<file path="src/hw/rtl/lis_pkg.sv">
// ----------------------------------------------------------------------------
// lis_pkg: shared constants and types for the LIS tail table
// Table depth, field widths and the token that walks the cell chain.
// ----------------------------------------------------------------------------
package lis_pkg;

    localparam int MAX_LEN = 1024;                 // tail cells in the chain
    localparam int VAL_W   = 32;                   // value field width
    localparam int LEN_W   = 11;                   // lis_length field width
    localparam int CNT_W   = $clog2(MAX_LEN + 1);  // holds 0..MAX_LEN
    localparam int LEN_MAX = (1 << LEN_W) - 1;     // field saturation point

    // One value on its way down the chain
    typedef struct packed {
        logic                    vld;     // token carries an accepted beat
        logic                    last;    // final element of its sequence
        logic                    placed;  // already written into some cell
        logic                    app;     // written into a free cell (append)
        logic signed [VAL_W-1:0] value;
    } lis_tok_t;

    // Clip a table length to the output field
    function automatic logic [LEN_W-1:0] sat_len(input logic [CNT_W-1:0] cnt);
        logic [CNT_W+LEN_W-1:0] wide;
        wide = (CNT_W + LEN_W)'(cnt);
        if (wide > (CNT_W + LEN_W)'(LEN_MAX))
            return LEN_W'(LEN_MAX);
        else
            return wide[LEN_W-1:0];
    endfunction

endpackage

</file>
<file path="src/hw/rtl/lis_out_if.sv">
// ----------------------------------------------------------------------------
// lis_out_if: result channel of the LIS tail table
// One length/overflow beat per finished sequence, valid/ready handshake.
// ----------------------------------------------------------------------------
interface lis_out_if import lis_pkg::*; ();

    logic             valid;
    logic             ready;
    logic [LEN_W-1:0] lis_length;
    logic             overflow;

    modport source (output valid, output lis_length, output overflow, input ready);
    modport sink   (input valid, input lis_length, input overflow, output ready);

endinterface

</file>
<file path="src/hw/rtl/lis_tally.sv">
// ----------------------------------------------------------------------------
// lis_tally: chain end, length count and result register
// Counts appends, tracks overflow, presents the result beat, drives stall.
// ----------------------------------------------------------------------------
module lis_tally import lis_pkg::*; (
    input  logic      clk,
    input  logic      rst_n,
    input  lis_tok_t  tok,
    output logic      en,
    lis_out_if.source result
);

    logic [CNT_W-1:0] cnt_reg;
    logic [CNT_W-1:0] cnt_next;
    logic [CNT_W-1:0] cnt_sum;
    logic             ovf_reg;
    logic             ovf_next;
    logic             ovf_seq;
    logic             out_vld_reg;
    logic             out_vld_next;
    logic [LEN_W-1:0] out_len_reg;
    logic [LEN_W-1:0] out_len_next;
    logic             out_ovf_reg;
    logic             out_ovf_next;
    logic             take;

    // chain advances unless a result beat is stuck
    assign en   = !out_vld_reg || result.ready;
    assign take = en && tok.vld;

    always_comb
    begin
        cnt_sum      = cnt_reg + CNT_W'(tok.app);
        ovf_seq      = ovf_reg | !tok.placed;
        cnt_next     = cnt_reg;
        ovf_next     = ovf_reg;
        out_vld_next = out_vld_reg;
        out_len_next = out_len_reg;
        out_ovf_next = out_ovf_reg;
        if (result.ready)
            out_vld_next = 1'b0;
        if (take)
        begin
            if (tok.last)
            begin
                cnt_next     = '0;
                ovf_next     = 1'b0;
                out_vld_next = 1'b1;
                out_len_next = sat_len(cnt_sum);
                out_ovf_next = ovf_seq;
            end
            else
            begin
                cnt_next = cnt_sum;
                ovf_next = ovf_seq;
            end
        end
    end

    always_ff @(posedge clk or negedge rst_n)
    begin
        if (!rst_n)
        begin
            cnt_reg     <= '0;
            ovf_reg     <= 1'b0;
            out_vld_reg <= 1'b0;
        end
        else
        begin
            cnt_reg     <= cnt_next;
            ovf_reg     <= ovf_next;
            out_vld_reg <= out_vld_next;
        end
    end

    always_ff @(posedge clk)
    begin
        out_len_reg <= out_len_next;
        out_ovf_reg <= out_ovf_next;
    end

    assign result.valid      = out_vld_reg;
    assign result.lis_length = out_len_reg;
    assign result.overflow   = out_ovf_reg;

    // count never passes the number of cells
    a_cnt_range: assert property (@(posedge clk) disable iff (!rst_n)
        cnt_reg <= CNT_W'(MAX_LEN))
        else $error("tail count beyond table depth");

    // an append only lands while a slot is free
    a_app_free: assert property (@(posedge clk) disable iff (!rst_n)
        (tok.vld && tok.app) |-> (cnt_reg < CNT_W'(MAX_LEN)))
        else $error("append seen with full table");

    // a value falls off the end only when every slot is taken
    a_drop_full: assert property (@(posedge clk) disable iff (!rst_n)
        (tok.vld && !tok.placed) |-> (cnt_reg == CNT_W'(MAX_LEN)))
        else $error("value dropped with free slots");

    // end of sequence restarts the count
    a_seq_clear: assert property (@(posedge clk) disable iff (!rst_n)
        (take && tok.last) |=> (cnt_reg == '0 && !ovf_reg && out_vld_reg))
        else $error("sequence end did not clear state");

endmodule

</file>
<file path="src/flat_wrapper.sv">
// flat-port wrapper written by rule: the top's interface ports become plain ports
module lis_tally_flat import lis_pkg::*;
  (clk, rst_n, tok, en, result_valid, result_lis_length, result_overflow, result_ready);
  lis_out_if result_i ();
  input  logic clk;
  input  logic rst_n;
  input  lis_tok_t tok;
  output logic en;
  output wire logic [$bits(result_i.valid)-1:0] result_valid;
  output wire logic [$bits(result_i.lis_length)-1:0] result_lis_length;
  output wire logic [$bits(result_i.overflow)-1:0] result_overflow;
  input wire logic [$bits(result_i.ready)-1:0] result_ready;
  assign result_valid = result_i.valid;
  assign result_lis_length = result_i.lis_length;
  assign result_overflow = result_i.overflow;
  assign result_i.ready = result_ready;
  lis_tally u_core (.clk(clk), .rst_n(rst_n), .tok(tok), .en(en), .result(result_i));
endmodule
</file>
<file path="config.mk">
export PLATFORM = sky130hd
export DESIGN_NAME = lis_tally_flat
export DESIGN_NICKNAME = d
export VERILOG_FILES = /design/src/hw/rtl/lis_pkg.sv /design/src/hw/rtl/lis_out_if.sv /design/src/hw/rtl/lis_tally.sv /design/src/flat_wrapper.sv
export SDC_FILE = /design/constraint.sdc
export NUM_CORES = 1
export LEC_CHECK = 0
export ABC_AREA = 1
export BUFFER_PORTS_ARGS = -buffer_cell sky130_fd_sc_hd__buf_2
export CAP_MARGIN = 20
export CELL_PAD_IN_SITES_DETAIL_PLACEMENT = 1
export CELL_PAD_IN_SITES_GLOBAL_PLACEMENT = 1
export CORE_ASPECT_RATIO = 0.6
export CORE_UTILIZATION = 30
export CTS_CLUSTER_DIAMETER = 40
export DETAILED_ROUTE_END_ITERATION = 8
export GPL_ROUTABILITY_DRIVEN = 0
export GPL_TIMING_DRIVEN = 0
export HOLD_SLACK_MARGIN = 0.06
export PLACE_DENSITY = 0.72
export SLEW_MARGIN = 20
export SYNTH_ARGS = -nofsm -noshare
export SYNTH_HDL_FRONTEND = slang
export SYNTH_SLANG_ARGS = --single-unit
</file>
<file path="constraint.sdc">
create_clock -name clk -period 1.7 [get_ports clk]
set_input_delay 0.085 -clock clk [delete_from_list [all_inputs] [get_ports clk]]
set_output_delay 0.085 -clock clk [all_outputs]
set_load 0.005 [all_outputs]
</file>
==> summary.md <==
| Metric | Value |
|---|---|
| Status | `completed` |
| Commonest non-fill, non-tap cell in the layout | `nand2_1` |
| Synth cell types | `20` |
| Storage element area | `686 µm²` |
| Gate power share | `9.5%` |
| Vias per inst | `between 4 and 5` |
| Slew @ Worst Pin | `~0.42 ns` |
| Buffers added on ports | `20` |
| Top cell family by delay on the critical path | `simple AND/OR/NAND/NOR gates` |
| Detailed Routing Iterations Pass 1 | `2` |
| Via count | `877` |
| Area of the multi-input gates | `424 µm²` |
| Slew margin rel. | `71.7%` |
| Final Max Slew Viols | `0` |
| Pin count of the biggest net entering global routing | `17` |
| Dpl hpwl | `1810 µm` |
| P_sw | `286 µW` |
| Fillers | `437` |
| Minimum clock period | `between 1.5 and 2 ns` |
| GRT Overall Usage | `approximately 15%` |
| Nets | `roughly 190` |
| Post-route cell area | `1400 µm²` |
| CP required | `between 1.5 and 2 ns` |
| Slowest stage cell, crit path | `dfrtp_1` |
| Pleak | `0.658 nW` |
| CTS sink cnt | `25` |
| Crit-path max FO | `5` |
| Die area | `~4100 µm²` |
| R2r setup slk | `approximately 0.13 ns` |
| Most used cell along the critical path | `ha_2` |
| Max incr delay on CP | `0.37 ns` |
| Skew-Pair Late Insertion Delay | `0.28 ns` |
| Layout Area Growth over Synthesis | `21.3%` |
| Sw Share | `approximately 25%` |
| Worst-path clk slew | `0.10 ns` |
| Placed Area | `1310 µm²` |
| Hold Startpoint | `tok[33]` |
| Chip width | `~80 µm` |
| Final Hold Viols | `0` |
| Setup violations, final | `0` |
| Cells after DPL | `between 150 and 200` |
| Post-synth net total | `159` |
| Crit path launch type | `flip-flop` |
| Clock Tree Buf Depth | `2` |
| CTS Buf Count | `3` |
| Ratio of cells with drive above 1 in the final layout | `around a quarter` |
| Residual DRC | `0` |
| Clk root buf | `clkbuf_8` |
| Commonest non-fill, non-tap cells in the layout | `nand2_1 (36), buf_2 (21), inv_1 (16), dfrtp_1 (13), edfxtp_1 (12)` |
| Register area share after synthesis | `59.4%` |
| CORE AREA | `3680 µm²` |
| WL final | `between 2000 and 2500 µm` |
| Syn_area_per_cell | `just under 10 µm²` |
| Final std cells w/o fill | `191` |
| Starting DRT DRC Count | `24` |
| Kind of critical path | `flip-flop to flip-flop` |
| Initial Utilization | `31.4%` |
| Worst path arrival time | `roughly 1.6 ns` |
| Max-Cap Viols | `0` |
| Mapped Cells | `118` |
| DR WL/cell | `13.0 µm` |
| Fin crit share | `92.4%` |
| Crit path capture type | `flip-flop` |
| Antenna cell count | `0` |
| Gr ovfl total | `0` |
| Clock Power Share | `roughly 33%` |
| Worst r2r src | `u_core.cnt_reg[0]$_DFFE_PN0P_` |
| Flops & latches, synth | `25` |
| Vias in the first global route | `954` |
| CTS tree | `built` |
| Worst Skew | `0.00832 ns` |
| R2r endpoint | `u_core.result.lis_length[10]$_DFFE_PP_` |
| Worst vdd ir | `321 µV` |
| FP Rows | `17` |
| CP Cell Sequence | `ha_2 -> ha_2 -> nand3_4 -> nor2_4 -> nand3_1 -> and2_1` |
| Internal power | `approximately 880 µW` |
| R2R depth | `6` |
| DIE HEIGHT | `50.1 µm` |
| Fmax | `between 600 and 700 MHz` |
| Syn Std Cell Area | `1150 µm²` |
| Synth warn | `0` |
| First-pass GRT wire length | `4410 µm` |
| H-tree depth | `1` |
| Worst Hold End | `u_core.ovf_reg$_DFFE_PN0P_` |
| Antenna violations before repair | `0` |
| Sequential power share | `between 50 and 60%` |
| Worst Hold Class | `primary input to flip-flop` |
| Critical path buffer and inverter count | `0` |
| RSZ-0062 raised after global routing | `no` |
| Hold Path Depth | `4` |
| IO Pins | `53` |
| Pwr/cell area | `831 nW/µm²` |
| Hold_ws | `~0.12 ns` |
| ANT nets after route | `0` |
[metrics by stage]
step,worst slack (ns),power [mW],TNS [ns],utilization [%]
after global routing,0.0129,1.23,0,38.1
final,0.129,1.16,0,38.1
after global placement,-0.356,0.783,-4.26,35.7
after detailed placement,-0.407,0.788,-4.87,35.7
after floorplan,0.0303,0.736,0,-
after CTS,0.0861,1.18,0,37.5
[metal layers]
metal,share of wire [%],GRT usage (%),wire (µm)
met5,0,0,0
met4,0.88,3.51,22
met3,3.9,5.00,96
met2,44,24.2,1100
met1,51,19.0,1270
[synth_stat cells (all sizes together)]
cell	number	area share, %
o21ai	8	3.5
inv	16	5.2
nand3	10	5.2
ha	2	2.2
nand3b	1	0.65
and2	5	2.7
a21oi	1	0.43
nor2	8	4.9
xnor2	1	0.76
xor2	2	1.5
edfxtp	12	31
buf	1	0.43
nand2	38	13
dfrtp	13	28
[area by class of cell]
class / count / share of cell area (%)
Multi-Input combinational cell: 76 / 30.3
Sequential cell: 25 / 48.9
Timing Repair Buffer: 22 / 8.39
Tap cell: 47 / 4.20
Clock inverter: 1 / 0.625
Inverter: 16 / 4.29
Clock buffer: 3 / 2.95
Buffer: 1 / 0.357
[power groups by stage]
stage / logic, mW / registers [mW] / clock network [mW]
floorplan: 0.0476 / 0.689 / 0
global placement: 0.0964 / 0.687 / 0
detailed placement: 0.0997 / 0.688 / 0
CTS: 0.106 / 0.676 / 0.401
global route: 0.126 / 0.679 / 0.429
finish: 0.111 / 0.675 / 0.378
[worst reg2reg max path, stage by stage, from the launching register on]
cell and delay [ns]:
dfrtp_1 0.37, ha_2 0.20, ha_2 0.22, nand3_4 0.11
nor2_4 0.17, nand3_1 0.10, and2_1 0.16
[timing repair]
action / CTS / global route
endpoints found under the hold margin: 13 / 0
pin swaps: 0 / 1
hold buffers: 1 / 0
gates resized for setup: 2 / 3
setup buffers: 0 / 1
setup endpoints to repair: 12 / 3
[how the worst max path moves through the flow]
stage | startpoint | endpoint | slack [ns] | cells past startpoint
final | u_core.cnt_reg[0]$_DFFE_PN0P_ | u_core.result.lis_length[10]$_DFFE_PP_ | 0.13 | 6
after global routing | u_core.cnt_reg[0]$_DFFE_PN0P_ | u_core.result.lis_length[10]$_DFFE_PP_ | 0.01 | 6
after CTS | u_core.cnt_reg[0]$_DFFE_PN0P_ | u_core.result.lis_length[10]$_DFFE_PP_ | 0.09 | 6
after detailed placement | u_core.result.valid$_DFF_PN0_ | u_core.result.lis_length[7]$_DFFE_PP_ | -0.41 | 4
after floorplan | u_core.result.valid$_DFF_PN0_ | u_core.result.lis_length[0]$_DFFE_PP_ | 0.03 | 4
after global placement | u_core.result.valid$_DFF_PN0_ | u_core.result.lis_length[7]$_DFFE_PP_ | -0.36 | 4
[cell families after synthesis]
kind of cell,after synthesis,share of synthesized area [%]
flip-flops,25,59.4
AND/OR/NAND/NOR,62,26.7
AO/OA/AOI/OAI,9,3.90
adder cells (fa/ha/maj),2,2.17
XOR/XNOR,3,2.28
buffers and inverters,17,5.63
No activity file was read; power rests on OpenSTA's default activity.
