<file path="config.mk">
export PLATFORM = sky130hd
export DESIGN_NAME = lis_cell
export DESIGN_NICKNAME = d
export VERILOG_FILES = /design/src/hw/rtl/lis_pkg.sv /design/src/hw/rtl/lis_cell.sv
export SDC_FILE = /design/constraint.sdc
export NUM_CORES = 1
export LEC_CHECK = 0
export CORE_MARGIN = 3
export CORE_UTILIZATION = 70
export CTS_BUF_LIST = sky130_fd_sc_hd__clkbuf_4 sky130_fd_sc_hd__clkbuf_8
export DETAILED_ROUTE_END_ITERATION = 7
export DONT_BUFFER_PORTS = 1
export HOLD_SLACK_MARGIN = 0.02
export PLACE_DENSITY = 0.93
export SLEW_MARGIN = 20
export SYNTH_ARGS = -nofsm -noshare
export SYNTH_HDL_FRONTEND = slang
export SYNTH_SLANG_ARGS = --single-unit
</file>
<file path="constraint.sdc">
create_clock -name clk -period 9 [get_ports clk]
set_input_delay 0.9 -clock clk [delete_from_list [all_inputs] [get_ports clk]]
set_output_delay 0.9 -clock clk [all_outputs]
set_load 0.005 [all_outputs]
</file>
<file path="src/hw/rtl/lis_pkg.sv">
// ----------------------------------------------------------------------------
// lis_pkg: shared constants and types for the LIS tail table
// Table depth, field widths and the token that walks the cell chain.
// ----------------------------------------------------------------------------
package lis_pkg;

    localparam int MAX_LEN = 1024;                 // tail cells in the chain
    localparam int VAL_W   = 32;                   // value field width
    localparam int LEN_W   = 11;                   // lis_length field width
    localparam int CNT_W   = $clog2(MAX_LEN + 1);  // holds 0..MAX_LEN
    localparam int LEN_MAX = (1 << LEN_W) - 1;     // field saturation point

    // One value on its way down the chain
    typedef struct packed {
        logic                    vld;     // token carries an accepted beat
        logic                    last;    // final element of its sequence
        logic                    placed;  // already written into some cell
        logic                    app;     // written into a free cell (append)
        logic signed [VAL_W-1:0] value;
    } lis_tok_t;

    // Clip a table length to the output field
    function automatic logic [LEN_W-1:0] sat_len(input logic [CNT_W-1:0] cnt);
        logic [CNT_W+LEN_W-1:0] wide;
        wide = (CNT_W + LEN_W)'(cnt);
        if (wide > (CNT_W + LEN_W)'(LEN_MAX))
            return LEN_W'(LEN_MAX);
        else
            return wide[LEN_W-1:0];
    endfunction

endpackage

</file>
<file path="src/hw/rtl/lis_cell.sv">
// ----------------------------------------------------------------------------
// lis_cell: one tail slot of the chain
// Holds one tail and its occupancy flag; replaces or appends, then passes on.
// ----------------------------------------------------------------------------
module lis_cell import lis_pkg::*; (
    input  logic     clk,
    input  logic     rst_n,
    input  logic     en,
    input  lis_tok_t tok_in,
    output lis_tok_t tok_out
);

    logic                    occ_reg;
    logic                    occ_next;
    logic signed [VAL_W-1:0] tail_reg;
    logic signed [VAL_W-1:0] tail_next;
    lis_tok_t                tok_reg;
    lis_tok_t                tok_next;

    always_comb
    begin
        occ_next  = occ_reg;
        tail_next = tail_reg;
        tok_next  = tok_in;
        if (tok_in.vld && !tok_in.placed)
        begin
            if (!occ_reg)
            begin
                // first free slot: append
                tail_next       = tok_in.value;
                occ_next        = 1'b1;
                tok_next.placed = 1'b1;
                tok_next.app    = 1'b1;
            end
            else if (tail_reg >= tok_in.value)
            begin
                // lower bound hit: replace
                tail_next       = tok_in.value;
                tok_next.placed = 1'b1;
            end
        end
        // end of sequence empties the slot behind the beat
        if (tok_in.vld && tok_in.last)
            occ_next = 1'b0;
    end

    always_ff @(posedge clk or negedge rst_n)
    begin
        if (!rst_n)
        begin
            occ_reg <= 1'b0;
            tok_reg <= '0;
        end
        else if (en)
        begin
            occ_reg <= occ_next;
            tok_reg <= tok_next;
        end
    end

    always_ff @(posedge clk)
    begin
        if (en)
            tail_reg <= tail_next;
    end

    assign tok_out = tok_reg;

endmodule

</file>
==> summary.md, run 1 <==
| Metric | Value |
|---|---|
| Status | complete, no violations |
| Worst setup margin | 5.54 ns |
| Post-route cell area | 3410 um2 |
| H-tree depth | 3 |
| Total track usage | 0.235 |
| Commonest non-fill, non-tap cell in the layout | dfrtp_1 |
| CP Capture Type | flop |
| Detail Route Antenna Nets | 0 |
| MaxCap Viol Count | 0 |
| Die area | 5390 um2 |
| Dominant synthesized flop cell | dfrtp_1 |
| P per Cell Area | 188 nW/um2 |
| DRC Markers | 0 |
| First-pass GRT wire length | 9.25 mm |
| Post-synth EDFFs | 32 |
| # clock sinks | 69 |
| CTS Buf Count | 9 |
| Worst slew pin tran | 0.659 ns |
| Clock input transition at the sequential cells of the worst setup and hold paths | 0.07 ns |
| Largest net degree at the start of global routing | 41 |
| Initial drt markers | 112 |
| Synth Area in XOR/XNOR | 0 |
| Clk_lat worst skew | 0.33 ns |
| Power Total | 640 uW |
| Crit path max-delay cell type | nor4_1 |
| Post-Synth Adder-Cell Area | 0.126 |
| Number of flip-flops in the largest register | 36 |
| Final slew viol count | 0 |
| Drt via density | 6.15 |
| Filler cell count | 225 |
| Total Wirelength | 5.78 mm |
| CTS Root Cell | clkbuf_8 |
| Worst Hold Class | in -> async |
| Antenna diodes | 0 |
| VDD IR max | 0.137 mV |
| Dpl cell area | 3240 um2 |
| Initial antenna violation count | 0 |
| Post-CTS Resized | 0 |
| Core area | 4200 um2 |
| Syn Inst Count | 236 |
| Final setup vio count | 0 |
| Final #Nets | 315 |
| Unrepaired setup endpoints after global routing | no |
| Die width | 73.4 um |
| Worst rel slew slack | 0.557 |
| Period utilization | 0.384 |
| Buffer depth of the longest clock path | 2 |
| Post-synth cell types | 29 |
| Buffers on Ports | 0 |
| Cell Area, Synth | 3180 um2 |
| Mux contribution to synthesized area | 0.120 |
| Avg WL per Cell | 19.4 um |
| Largest stage delay, worst path | 0.60 ns |
| Minimum clock period | 3.46 ns |
| DR vias | 1832 |
| Pre-Repair DR Iteration Count | 5 |
| Simple-gate share of the synthesized area | 0.0475 |
| Initial core utilization | 0.758 |
| Clock Skews | 0.00943 ns |
| Setup_tns | 0 ns |
| Die H | 73.4 um |
| Warnings from Yosys | 0 |
| Largest family of logic cells by synthesized area | adder cells |
| Register bit total from synthesis | 69 |
| Top delay family on crit path | simple AND/OR/NAND/NOR gates |
| Post-DP HPWL | 4.13 mm |
| Max Fclk | 0.289 GHz |
| Grt ovf | 0 |
| Layout cells sized above 1 | 0.218 |
| Crit Path Max Fanout | 22 |
| Setup WS pre-CTS | 5.24 ns |
| Syn Nets | 307 |
| Avg Cell Area, Syn | 13.5 um2 |
| Postcts setup bufs | 0 |
| Critical Path AT | 3.47 ns |
| Final Hold Vio Count | 0 |
| IO Count | 75 |
| Compound-Gate Fraction of Synth Area | 0.0672 |
| WHS | 0.252 ns |
| Site row count | 23 |
| Pleak | 0.00149 uW |
| Crit path kind | in -> reg |
| Most frequent cells in the layout | dfrtp_1 (37), inv_1 (36), mux2_2 (33) |
| Crit-path cells | inv_1 -> ha_1 -> nand4_1 -> nor4_1 -> a31o_2 -> nor2_1 -> a21o_1 -> nor2_2 -> buf_4 |
| Startpoint types | input port |
| CTS tree | yes |
| Post-synthesis sequential area ratio | 0.593 |
| Worst path bufs/invs | 2 |
| Post-synth ARST share | 0.536 |
| P&R area growth vs syn | 7.15% |
| CP required | 9.01 ns |
| Vias in the first global route | 2032 |
| Routability Congestion | 0.768 |
| Cts hold-fix bufs | 0 |
[cell type report]
class | instances | area [um2] | share of cell area
repair buffers | 1 | 7.51 | 0.00220
flip-flops and latches | 69 | 1890 | 0.553
well taps | 50 | 62.6 | 0.0183
multi-input cells | 127 | 1150 | 0.337
inverters | 36 | 135 | 0.0396
clock buffers | 13 | 160 | 0.0469
clock inverters | 2 | 10.0 | 0.00293
[logic make-up after synthesis]
kind of cell | after synthesis
AND/OR/NAND/NOR | 30
AO/OA/AOI/OAI | 31
flip-flops | 69
adder cells (fa/ha/maj) | 32
multiplexers | 34
buffers and inverters | 40
[synthesized netlist by cell type (all sizes together) (2+ instances only)]
| cell | instances | area share |
|---|---|---|
| nand2 | 7 | 0.0083 |
| a2111oi | 2 | 0.011 |
| dfrtp | 37 | 0.29 |
| nand4 | 8 | 0.016 |
| a21o | 2 | 0.0047 |
| o211ai | 2 | 0.0047 |
| o21ai | 5 | 0.0079 |
| edfxtp | 32 | 0.30 |
| a211oi | 2 | 0.0047 |
| nor2 | 7 | 0.0083 |
| ha | 32 | 0.13 |
| clkbuf | 2 | 0.0024 |
| mux2 | 33 | 0.12 |
| inv | 36 | 0.042 |
| buf | 2 | 0.0024 |
| nand3 | 4 | 0.0063 |
| a21oi | 14 | 0.023 |
[power breakdown]
group          internal [uW]  total [uW]  switching (uW)
registers                353         367            14.2
logic                   28.5        53.5            25.0
clock network            115         219             105
[final timing paths]
check,slack (ns),to,startpoint,depth (start not counted)
worst max-delay path,5.54,tail_reg[30],tok_in[31],9
worst min-delay path,0.25,tok_out[34],rst_n,0
worst max register to register,5.76,tail_reg[30],tail_reg[31],8
worst min register to register,0.53,tok_out[15],tok_out[15],1
max in group asynchronous,8.66,tok_out[4],rst_n,0
min in group clk,0.53,tok_out[15],tok_out[15],1
[through the flow]
step / instances / utilization
final: 298 / 0.812
after global placement: 283 / 0.772
after CTS: 298 / 0.812
after global routing: 298 / 0.812
after floorplan: 236 / -
after detailed placement: 283 / 0.772
[layer usage]
layer	GRT usage	wire [um]	vias up
li1	-	-	862
met1	0.271	2270	897
met2	0.406	3010	61
met3	0.0588	392	12
met4	0.111	112	0
met5	0	0	-
(Power assumes the default switching activity.)
==> run 2, diff against run 1 <==
- ABC_AREA: not set -> 1
- CORE_UTILIZATION: 70 -> 59
- PLACE_DENSITY: 0.93 -> 0.85
- clock period: 9 -> 2.8 ns (I/O delays scaled with it)
==> summary.md, run 2 <==
| Metric | Value |
|---|---|
| Status | complete, no violations (unchanged) |
| Number of flip-flops in the largest register | 36 (unchanged) |
| CTS Root Cell | clkbuf_8 (unchanged) |
| Syn Inst Count | 301 (was 236) |
| MaxCap Viol Count | 0 (unchanged) |
| CTS Buf Count | 9 (unchanged) |
| Core area | 4940 um2 (was 4200 um2) |
| VDD IR max | 0.445 mV (was 0.137 mV) |
| Max Fclk | 0.435 GHz |
| CTS tree | yes (unchanged) |
| Hold Crit Depth | 0 |
| Finished Layout Cells | 409 (was 298) |
| Reg2reg start | tail_reg[31] (unchanged) |
| Clock input transition at the sequential cells of the worst setup and hold paths | 0.06 ns (was 0.07 ns) |
| Reg2reg setup slack | 0.50 ns (was 5.76 ns) |
| Buffers on Ports | 0 (unchanged) |
| Final #Nets | 408 (was 315) |
| Hold wc startpoint | tok_in[4] |
| Final slew viol count | 0 (unchanged) |
| Most common cell in the netlist | a21oi_1 (was dfrtp_1) |
| Final setup vio count | 0 (unchanged) |
| # clock sinks | 69 (unchanged) |
| Initial core utilization | 0.638 (was 0.758) |
| Avg WL per Cell | 15.7 um (was 19.4 um) |
| Filler cell count | 334 (was 225) |
| Layout cells sized above 1 | 0.0614 (was 0.218) |
| Total Wirelength | 6.43 mm (was 5.78 mm) |
| Detail Route Antenna Nets | 0 (unchanged) |
| Site row count | 25 (was 23) |
| Avg Cell Area, Syn | 10.5 um2 (was 13.5 um2) |
| Warnings from Yosys | 0 (unchanged) |
| Initial antenna violation count | 0 (unchanged) |
| RR Endpoint | tail_reg[18] (was tail_reg[30]) |
| Unrepaired setup endpoints after global routing | no (unchanged) |
| Period utilization | 0.822 |
| Worst Hold Class | in -> reg (was in -> async) |
| Crit path kind | reg -> reg (was in -> reg) |
| Final Hold Vio Count | 0 (unchanged) |
| Clk_lat worst skew | 0.33 ns (about the same) |
| Buffer depth of the longest clock path | 2 (unchanged) |
| Worst rel slew slack | 0.691 (was 0.557) |
| Minimum clock period | 2.30 ns |
| First-pass GRT wire length | 10.0 mm (was 9.25 mm) |
| Drt via density | 5.23 (was 6.15) |
| Crit Path Max Fanout | 24 (was 22) |
| Critical Path AT | 2.30 ns (was 3.47 ns) |
| P per Cell Area | 582 nW/um2 (was 188 nW/um2) |
| Hold endpoint | tail_reg[4] |
| Routability Congestion | 0.708 (was 0.768) |
| DR vias | 2139 (was 1832) |
| Yosys top cell by area | edfxtp_1 (unchanged) |
| Initial drt markers | 135 (was 112) |
| H-tree depth | 3 (unchanged) |
| Commonest non-fill, non-tap cell in the layout | a21oi_1 (was dfrtp_1) |
| Clock Skews | 0.00770 ns (was 0.00943 ns) |
| Vias in the first global route | 2164 (was 2032) |
| Register bit total from synthesis | 69 (unchanged) |
| Cell Area, Synth | 3150 um2 (was 3180 um2) |
| IO Count | 75 (unchanged) |
| Dominant synthesized flop cell | dfrtp_1 (unchanged) |
| Post-synth ARST share | 0.536 (unchanged) |
| Postcts setup bufs | 0 (unchanged) |
| Grt ovf | 0 (unchanged) |
| Startpoint types | flop (was input port) |
| Placed insts | 362 (was 283) |
| Post-DP HPWL | 4.19 mm (was 4.13 mm) |
| Setup_tns | 0 ns (unchanged) |
| Worst Reg-to-Reg Cells | 12 (was 8) |
| Post-synthesis sequential area ratio | 0.599 (was 0.593) |
| Die H | 79.1 um (was 73.4 um) |
| Largest net degree at the start of global routing | 63 (was 41) |
| Die area | 6260 um2 (was 5390 um2) |
| Post-synth top cells | a21oi_1 (46), inv_1 (44), nor2_1 (44) (was dfrtp_1 (37), inv_1 (36), mux2_2 (33)) |
| Largest cells by area after synthesis | edfxtp_1 (30%), dfrtp_1 (29%), ha_1 (13%) (unchanged) |
| Post-synth cell types | 19 (was 29) |
| Post-synth EDFFs | 32 (unchanged) |
| Syn Nets | 372 (was 307) |
| Register area | 1890 um2 (unchanged) |
| Antenna diodes | 0 (unchanged) |
| Die width | 79.1 um (was 73.4 um) |
| CP required | 2.80 ns (was 9.01 ns) |
| P&R area growth vs syn | 18.7% (was 7.15%) |
| CP Capture Type | flop (unchanged) |
| Most frequent cells in the layout | a21oi_1 (46), inv_1 (44), nor2_1 (44) (was dfrtp_1 (37), inv_1 (36), mux2_2 (33)) |
| Share of the synthesized area in the top cell type | 0.305 (was 0.302) |
| Pleak | 0.00173 uW (was 0.00149 uW) |
| Total track usage | 0.212 (was 0.235) |
| Worst slew pin tran | 0.463 ns (was 0.659 ns) |
| Pre-Repair DR Iteration Count | 4 (was 5) |
| Multi-input combinational cell area | 1070 um2 (was 1150 um2) |
| DRC Markers | 0 (unchanged) |
| Post-CTS Resized | 0 (unchanged) |
-- run 2: changes by cell type in the layout (fill, tap and decap cells not counted), moves of 2 or more --
cell | previous run | this run
nor2_1 | 6 | 44
a21oi_1 | 13 | 46
mux2_2 | 33 | 2
nand2_1 | 7 | 38
dlygate4sd3_1 | 0 | 30
inv_1 | 36 | 44
nand4_1 | 8 | 1
clkbuf_8 | 10 | 13
a211oi_1 | 2 | 0
clkinv_2 | 2 | 0
o211ai_1 | 2 | 0
o21a_1 | 0 | 2
-- run 2: cell families (layout without fill, tap and decap cells) --
| family | count (synthesis) | after routing | synth area share |
|---|---|---|---|
| compound gates | 57 | 57 | 0.0945 |
| fa+ha+maj | 32 | 32 | 0.127 |
| buf+inv | 52 | 93 | 0.0627 |
| flops | 69 | 69 | 0.599 |
| mux | 2 | 2 | 0.00715 |
| simple gates | 89 | 89 | 0.110 |
-- run 2: where the power goes --
part           switching (uW)  internal (uW)
Clock                     343            450
Combinational             111           96.1
Sequential               45.1           1130
-- run 2: final cells by class --
| type | instances | share of cell area |
|---|---|---|
| flip-flops and latches | 69 | 0.505 |
| multi-input cells | 180 | 0.285 |
| repair buffers | 33 | 0.0897 |
| clock buffers | 16 | 0.0539 |
| inverters | 44 | 0.0442 |
| well taps | 67 | 0.0224 |
-- run 2: worst max path at each step --
stage,from,end,slack (ns),depth (start not counted)
final,tail_reg[31],tail_reg[18],0.50,12
after global routing,tail_reg[31],tail_reg[24],0.27,12
after CTS,tail_reg[31],tail_reg[24],0.49,12
after detailed placement,tail_reg[31],tail_reg[3],0.50,12
after global placement,tail_reg[19],tail_reg[17],0.62,10
after floorplan,tail_reg[31],tail_reg[0],0.37,11
-- run 2: worst max-delay path, stage by stage (launching register included) --
cell,delay [ns]
edfxtp_1,0.37
ha_1,0.35
nand2_1,0.08
nor2_1,0.16
and2_1,0.17
and3_1,0.17
nand2_1,0.07
nand2_1,0.05
nand2_1,0.04
nand3_1,0.06
nand2_1,0.06
inv_1,0.07
buf_4,0.30
-- run 2: repair_timing --
action	4_1_cts	5_1_grt
endpoints found under the hold margin	47	30
endpoints found under the setup margin	0	0
hold buffers	4	27
-- run 2: through the flow --
stage | hold WS (ns) | utilization | area, um2 | setup slack [ns] | total power (uW)
5_1_grt | 0.0202 | 0.757 | 3740 | 0.271 | 2280
2_1_floorplan | -0.0156 | - | 3150 | 0.369 | 1320
3_5_place_dp | -0.0149 | 0.651 | 3220 | 0.502 | 1350
4_1_cts | 0.0215 | 0.702 | 3470 | 0.491 | 2150
3_3_place_gp | -0.0148 | 0.651 | 3220 | 0.624 | 1340
6_report | 0.0434 | 0.757 | 3740 | 0.500 | 2170
-- run 2: per-layer routing --
metal / wire (um) / share of wire / GRT usage
met2: 3090 / 0.48 / 0.334
met3: 512 / 0.080 / 0.0680
met5: 0 / 0 / 0
met4: 72 / 0.011 / 0.0773
met1: 2760 / 0.43 / 0.277
==> run 3, diff against run 2 <==
- clock period: 2.8 -> 2 ns (I/O delays scaled with it)
==> summary.md, run 3 (same netlist as run 2, synthesis figures left out) <==
| Metric | Value |
|---|---|
| Die width | 79.1 um (unchanged) |
| Most frequent CP cell | nand2_2 (was nand2_1) |
| Critical Path AT | 2.36 ns (was 2.30 ns) |
| Pre-Repair DR Iteration Count | 5 (was 4) |
| Buffer depth of the longest clock path | 2 (unchanged) |
| Commonest non-fill, non-tap cell in the layout | inv_1 (was a21oi_1) |
| Routability Congestion | 0.782 (was 0.708) |
| Worst Reg-to-Reg Cells | 12 (unchanged) |
| CTS Buf Count | 9 (unchanged) |
| Site row count | 25 (unchanged) |
| Worst slew pin tran | 0.225 ns (was 0.463 ns) |
| Pleak | 0.00183 uW (was 0.00173 uW) |
| Final slew viol count | 0 (unchanged) |
| Avg WL per Cell | 19.7 um (was 15.7 um) |
| Crit path max-delay cell type | edfxtp_1 (unchanged) |
| Period utilization | 1.13 (was 0.822) |
| Final setup vio count | 32 (was 0) |
| Clock Skews | 0.0138 ns (was 0.00770 ns) |
| Setup_tns | -7.97 ns (was 0 ns) |
| Most frequent cells in the layout | inv_1 (41), nor2_1 (40), a21oi_1 (40) (was a21oi_1 (46), inv_1 (44), nor2_1 (44)) |
| CTS Root Cell | clkbuf_8 (unchanged) |
| Grt ovf | 0 (unchanged) |
| DRC Markers | 0 (unchanged) |
| H-tree depth | 3 (unchanged) |
| First-pass GRT wire length | 12.3 mm (was 10.0 mm) |
| # clock sinks | 69 (unchanged) |
| VDD IR max | 0.602 mV (was 0.445 mV) |
| Clk_lat worst skew | 0.34 ns (was 0.33 ns) |
| Status | complete, but fails checks (was complete, no violations) |
| Antenna diodes | 0 (unchanged) |
| Core area | 4940 um2 (unchanged) |
| Worst rel slew slack | 0.849 (was 0.691) |
| Largest net degree at the start of global routing | 39 (was 63) |
| Final Hold Vio Count | 0 (unchanged) |
| Crit path kind | reg -> reg (unchanged) |
| Filler cell count | 243 (was 334) |
| Buffers on Ports | 0 (unchanged) |
| Die H | 79.1 um (unchanged) |
| Minimum clock period | 2.26 ns (was 2.30 ns) |
| Util after Layout | 0.843 (was 0.757) |
| Drt via density | 5.67 (was 5.23) |
| Layout cells sized above 1 | 0.183 (was 0.0614) |
| Initial drt markers | 156 (was 135) |
| Total Wirelength | 8.33 mm (was 6.43 mm) |
| P&R area growth vs syn | 32.2% (was 18.7%) |
| CP required | 2.10 ns (was 2.80 ns) |
| Number of flip-flops in the largest register | 36 (unchanged) |
| Worst Hold Class | in -> reg (unchanged) |
| Crit Path Max Fanout | 6 (was 24) |
| Total track usage | 0.262 (was 0.212) |
| Max Fclk | 0.442 GHz (was 0.435 GHz) |
| Failing checks | negative setup slack |
| Crit-path cells | ha_1 -> nand2_1 -> a21oi_1 -> o21ai_1 -> nand2_1 -> a21oi_2 -> nand2_2 -> nand2_2 -> nand3_2 -> nand2_2 -> clkinvlp_4 -> clkbuf_16 (was ha_1 -> nand2_1 -> nor2_1 -> and2_1 -> and3_1 -> nand2_1 -> nand2_1 -> nand2_1 -> nand3_1 -> nand2_1 -> inv_1 -> buf_4) |
| Initial core utilization | 0.638 (unchanged) |
| Top delay family on crit path | simple AND/OR/NAND/NOR gates (unchanged) |
| Final #Nets | 422 (was 408) |
| P per Cell Area | 788 nW/um2 (was 582 nW/um2) |
| Hold Crit Depth | 2 (was 0) |
| Clock input transition at the sequential cells of the worst setup and hold paths | 0.07 ns (was 0.06 ns) |
| Largest stage delay, worst path | 0.41 ns (was 0.37 ns) |
| Setup WS pre-CTS | -0.190 ns (was 0.502 ns) |
| Initial antenna violation count | 0 (unchanged) |
| Unrepaired setup endpoints after global routing | yes (was no) |
| Critical path depth in cells | 12 (unchanged) |
| Vias in the first global route | 2637 (was 2164) |
| CP Capture Type | flop (unchanged) |
| Worst setup margin | -0.262 ns (was 0.500 ns) |
| Die area | 6260 um2 (unchanged) |
| DR vias | 2400 (was 2139) |
| Worst path bufs/invs | 2 (unchanged) |
| Post-DP HPWL | 4.48 mm (was 4.19 mm) |
| Detail Route Antenna Nets | 0 (unchanged) |
| CTS tree | yes (unchanged) |
| Startpoint types | flop (unchanged) |
| IO Count | 75 (unchanged) |
| MaxCap Viol Count | 0 (unchanged) |
## run 3: cell types whose count changed in the layout (fill, tap and decap cells not counted), moves of 4 or more
cell           change
nor2_1             -4
dlygate4sd3_1      +7
ha_1              -11
a21oi_2            +6
a21oi_1            -6
ha_4              +11
clkbuf_8           -4
nand2_1           -10
nand2_2            +8
## run 3: per-stage QoR
step | hold WS (ns) | instances | power [uW] | instance area (um2)
after global routing | 0.0268 | 423 | 3410 | 4170
after detailed placement | -0.0949 | 363 | 1900 | 3260
after CTS | 0.0224 | 421 | 3220 | 3980
final | 0.0270 | 423 | 3280 | 4170
after global placement | -0.0948 | 363 | 1880 | 3260
after floorplan | -0.0956 | 301 | 1850 | 3170
## run 3: final cells by class
class	count	area (um2)	share of cell area
clock buffers	11	139	0.0333
clock inverters	5	76.3	0.0183
inverters	44	169	0.0405
multi-input cells	180	1300	0.312
flip-flops and latches	69	1890	0.453
well taps	67	83.8	0.0201
repair buffers	47	513	0.123
## run 3: final timing paths
kind	slack, ns	from	to
worst min register to register	0.54	tok_out[34]	tok_out[34]
worst min-delay path	0.03	tok_in[6]	tok_out[6]
worst max register to register	-0.26	tail_reg[18]	tail_reg[5]
max in group asynchronous	1.48	rst_n	tok_out[10]
min in group asynchronous	0.32	rst_n	tok_out[23]
worst max-delay path	-0.26	tail_reg[18]	tail_reg[5]
## run 3: per-layer routing
metal	up-vias	global-route usage	routed length (um)
met2	108	0.444	4340
met4	0	0.117	221
met3	20	0.0601	573
li1	1096	-	-
met5	-	0	0
met1	1176	0.319	3200
## run 3: report_power, final
part           switching [uW]  leakage (uW)  internal, uW
clock network             501      0.000108           724
logic                     216       0.00101           193
registers                67.8      0.000707          1580
## run 3: what timing repair did
| action | 4_1_cts | 5_1_grt |
|---|---|---|
| setup endpoints to repair | 32 | 33 |
| cloned | 1 | 1 |
| endpoints found under the hold margin | 105 | 0 |
| resized for setup | 11 | 34 |
| pin swaps | 1 | 14 |
| hold buffers | 40 | 0 |
| buffers inserted | 1 | 1 |
## run 3: worst reg2reg max path: stages, from the launching register on
cell,delay [ns]
edfxtp_1,0.41
ha_1,0.31
nand2_1,0.09
a21oi_1,0.05
o21ai_1,0.14
nand2_1,0.09
a21oi_2,0.20
nand2_2,0.09
nand2_2,0.08
nand3_2,0.06
nand2_2,0.09
clkinvlp_4,0.20
clkbuf_16,0.22
